`src/segx_pkg.sv`:
```
// Shared widths and the divider chain payload for the segment crossing block.
package segx_pkg;
  localparam int COORD_BITS = 18;
  localparam int DIFF_W = COORD_BITS + 1;
  localparam int PROD_W = 2 * DIFF_W;
  localparam int DET_W = PROD_W + 1;
  localparam int QUO_W = DIFF_W;
  localparam int REM_W = DET_W;
  localparam int NUM_W = DET_W + DIFF_W;
  localparam int MINDET_W = 41;
  localparam int CELLS = QUO_W;

  typedef struct packed {
    logic                         valid;
    logic                         hit;
    logic                         neg_x;
    logic                         neg_y;
    logic signed [COORD_BITS-1:0] ax;
    logic signed [COORD_BITS-1:0] ay;
    logic [DET_W-1:0]             den;
    logic [REM_W-1:0]             rem_x;
    logic [REM_W-1:0]             rem_y;
    logic [QUO_W-1:0]             quo_x;
    logic [QUO_W-1:0]             quo_y;
  } div_t;
endpackage

```
`src/segx_div_cell.sv`:
```
// One restoring division step for both coordinates, registered.
module segx_div_cell (
  input  logic           clk,
  input  logic           rst,
  input  segx_pkg::div_t d,
  output segx_pkg::div_t q
);
  localparam int RW = segx_pkg::REM_W;
  localparam int QW = segx_pkg::QUO_W;

  logic [RW:0] tx, ty, dd;
  logic gx, gy;

  always_comb begin
    dd = {1'b0, d.den};
    tx = {d.rem_x, d.quo_x[QW-1]};
    ty = {d.rem_y, d.quo_y[QW-1]};
    gx = tx >= dd;
    gy = ty >= dd;
  end

  always_ff @(posedge clk) begin
    if (rst) begin
      q.valid <= 1'b0;
    end else begin
      q.valid <= d.valid;
    end
    q.hit <= d.hit;
    q.neg_x <= d.neg_x;
    q.neg_y <= d.neg_y;
    q.ax <= d.ax;
    q.ay <= d.ay;
    q.den <= d.den;
    q.rem_x <= RW'(gx ? tx - dd : tx);
    q.rem_y <= RW'(gy ? ty - dd : ty);
    q.quo_x <= {d.quo_x[QW-2:0], gx};
    q.quo_y <= {d.quo_y[QW-2:0], gy};
  end
endmodule

```
`config.mk`:
```
export PLATFORM = sky130hd
export DESIGN_NAME = segx_div_cell
export DESIGN_NICKNAME = d
export VERILOG_FILES = /design/src/segx_pkg.sv /design/src/segx_div_cell.sv
export SDC_FILE = /design/constraint.sdc
export NUM_CORES = 1
export LEC_CHECK = 0
export BUFFER_PORTS_ARGS = -buffer_cell sky130_fd_sc_hd__buf_2
export CAP_MARGIN = 20
export CORE_AREA = 2 2 152 154
export CTS_BUF_LIST = sky130_fd_sc_hd__clkbuf_4 sky130_fd_sc_hd__clkbuf_8 sky130_fd_sc_hd__clkbuf_16
export CTS_CLUSTER_DIAMETER = 80
export CTS_CLUSTER_SIZE = 16
export DETAILED_ROUTE_END_ITERATION = 8
export DIE_AREA = 0 0 154 156
export PLACE_DENSITY = 0.71
export REMOVE_ABC_BUFFERS = 1
export SLEW_MARGIN = 20
export SYNTH_ARGS = -nofsm -noshare
export SYNTH_HDL_FRONTEND = slang
export SYNTH_SLANG_ARGS = --single-unit
```
`constraint.sdc`:
```
create_clock -name clk -period 4.4 [get_ports clk]
set_input_delay 0.88 -clock clk [delete_from_list [all_inputs] [get_ports clk]]
set_output_delay 0.88 -clock clk [all_outputs]
set_load 0.01 [all_outputs]
```
==> results.md <==
- Outcome: completed
- Power Internal: 3.326 mW
- DRT Wirelength: 30740 um
- Largest register FFs: 195
- CTS Sinks: 195
- Avg Synthesized Cell Area: 8.962 um^2
- Vias in the first global route: 8655
- Maximum clock frequency: 286.6 MHz
- Flops & latches, synth: 195
- Post-Place Cells: 1690
- Register area share after synthesis: 0.4161
- Post-CTS Resized: 0
- Final Wtd Congestion: 0.9718
- H-Tree Depth: 4
- CTS tree: done
- Multi-input logic area: 5001 um^2
- Root buf cell: clkbuf_16
- Min cycle time layout: 3.489 ns
- Count of port buffers added during placement: 391
- Number of synthesis warnings: 0
- RSZ-0062 raised after global routing: no
- Worst Max-Slew Pin Slew: 0.6695 ns
- Initial antenna violation count: 3
- Total GRT Usage: 0.2467
- M1 GR Usage: 0.3084
- PnR worst setup slack: 0.9108 ns
- Comb pwr share: 0.270
- DP HPWL: 25510 um
- Area Overhead vs Synth: 29.66%
- Rel. slew slack: 0.5489
- Pre-antenna DRT Iters: 7
- Setup violators final: 0
- Nets: 1701
- Post-synth EDFFs: 0
- Met3 usage: 0.04694
- HP Class: primary input to flop
- Post-place setup slack: 0.4792 ns
- Setup Crit Path Kind: primary input to flop
- Total grt overflow: 0
- Crit-path max FO: 31
- Yosys cell types: 67
- Finished layout cell area: 12170 um^2
- Most common cell after layout, fill and taps aside: buf_2
- Max clock buf depth: 2
- Std cell rows: 55
- Chip height: 156 um
- Register area: 3904 um^2
- Critical Path Start Type: primary input
- Most frequent cells in the layout: buf_2, dfxtp_1, a21oi_1, nand2_1
- Static Leak: 6.125 nW
- Die Area: 24020 um^2
- Switching share of power: 0.3316
- Vias per cell: 5.187
- Max-Cap Viols: 0
- Most used routing layer: met2
- Max Slew Vio Count: 0
- Final std cells w/o fill: 1725
- Post-synth ARST share: 0
- ANT nets after route: 0
- Grt met2 use: 0.4222
- First-pass GRT wire length: 46290 um
- Layout cells sized above 1: 0.3180
- Syn Inst Count: 1047
- Initial Util: 0.4195
- Fillers: 2079
- Die X: 154 um
- First DRT Iteration DRCs: 629
- DRC: 0
- Post-CTS Hold Fix Bufs: 0
- Clock power frac: 0.322
- Pwr Density: 409.0 nW/um^2
- Biggest regs: q (195)
- VDD IR max: 0.0002439 V
- Flop pwr share: 0.408
- Pin count of the biggest net entering global routing: 46
- Vias post-DR: 8947
- Crit path DAT: 3.82 ns
- Primary FF master, synth: dfxtp_1
- I/O pin cnt: 392
- Syn Std Cell Area: 9383 um^2
- CP required: 4.73 ns
- P_sw: 1.650 mW
- Setup Buffers After CTS: 0
- CTS buffer count: 17
- Reg with most FFs: q
- Period utilization: 0.7930
- Reg clk slew, reported paths: 0.09 ns
- DR WL/cell: 17.82 um
- Placed inst area: 11540 um^2
- Core area: 22370 um^2
- Hold Vio Cnt, Final: 0
- CP endpoint kind: flop
[worst max-delay path: stages]
cell and delay, ns:
buf_2 0.09, inv_1 0.04, ha_1 0.21, fa_1 0.40
nand2b_1 0.18, a21oi_1 0.19, o21ai_0 0.19, a211oi_1 0.42
a21oi_1 0.13, o211ai_1 0.29, a2111oi_4 0.12, buf_4 0.26
inv_2 0.09, mux2_1 0.31
[through the flow]
step           utilization  hold WS, ns  power, mW  TNS, ns
3_3_place_gp        0.5159       0.9823      3.397        0
3_5_place_dp        0.5159       0.9836      3.402        0
2_1_floorplan            -       0.9077      2.874   -86.92
5_1_grt             0.5439       0.5130      5.226        0
6_report            0.5439       0.5303      4.975        0
4_1_cts             0.5436       0.5142      5.010        0
[logic make-up (layout without fill, tap and decap cells)]
family                   count (synthesis)  count (layout)  share of synthesized area
flip-flops                             195             195                     0.4161
adder cells (fa/ha/maj)                 80              80                     0.1083
AO/OA/AOI/OAI                          318             318                     0.2154
XOR/XNOR                                66              66                    0.06161
other                                    0               3                          0
AND/OR/NAND/NOR                        261             261                     0.1288
multiplexers                            15              15                    0.01747
buffers and inverters                  112             502                    0.05241
[synth_stat cells (8+ instances only)]
library cell | n | area, um^2
nor3_1 | 14 | 70.07
a31oi_1 | 14 | 87.58
a211oi_1 | 11 | 82.58
xnor2_1 | 42 | 367.9
nand4_1 | 22 | 137.6
mux2_2 | 10 | 112.6
inv_1 | 72 | 270.3
ha_1 | 78 | 975.9
dfxtp_1 | 195 | 3904
a21oi_1 | 96 | 480.5
clkbuf_1 | 25 | 93.84
o21bai_1 | 8 | 60.06
a21o_1 | 54 | 405.4
xor2_1 | 24 | 210.2
nor2_1 | 67 | 251.5
nand3_1 | 21 | 105.1
o21ai_0 | 78 | 390.4
nand2_1 | 93 | 349.1
[power by group through the flow]
stage	clock network [mW]	logic, mW	registers, mW
finish	1.60	1.34	2.03
CTS	1.64	1.34	2.03
detailed placement	0	1.33	2.07
floorplan	0	0.689	2.18
global placement	0	1.33	2.07
global route	1.70	1.47	2.05
[cell type report]
cell class	instances	area share
clock inverters	15	0.01604
multi-input cells	740	0.4111
well taps	285	0.02931
clock buffers	17	0.03497
flip-flops and latches	195	0.3209
inverters	73	0.02252
diodes	3	0.0006171
repair buffers	397	0.1646
[worst paths after layout]
check | from | endpoint | slack, ns | cells past startpoint
setup / recovery | d[18] | q[71] | 0.91 | 14
hold / removal | d[8] | q[9] | 0.53 | 1
[routing by layer]
metal | up-vias | share of wire | wire length [um]
met5 | - | 0 | 0
met4 | 0 | 0.030 | 918
met3 | 52 | 0.065 | 2000
met2 | 365 | 0.48 | 14720
met1 | 4087 | 0.43 | 13100
li1 | 4443 | - | -
Note: power is estimated with default switching activity, not from simulation.
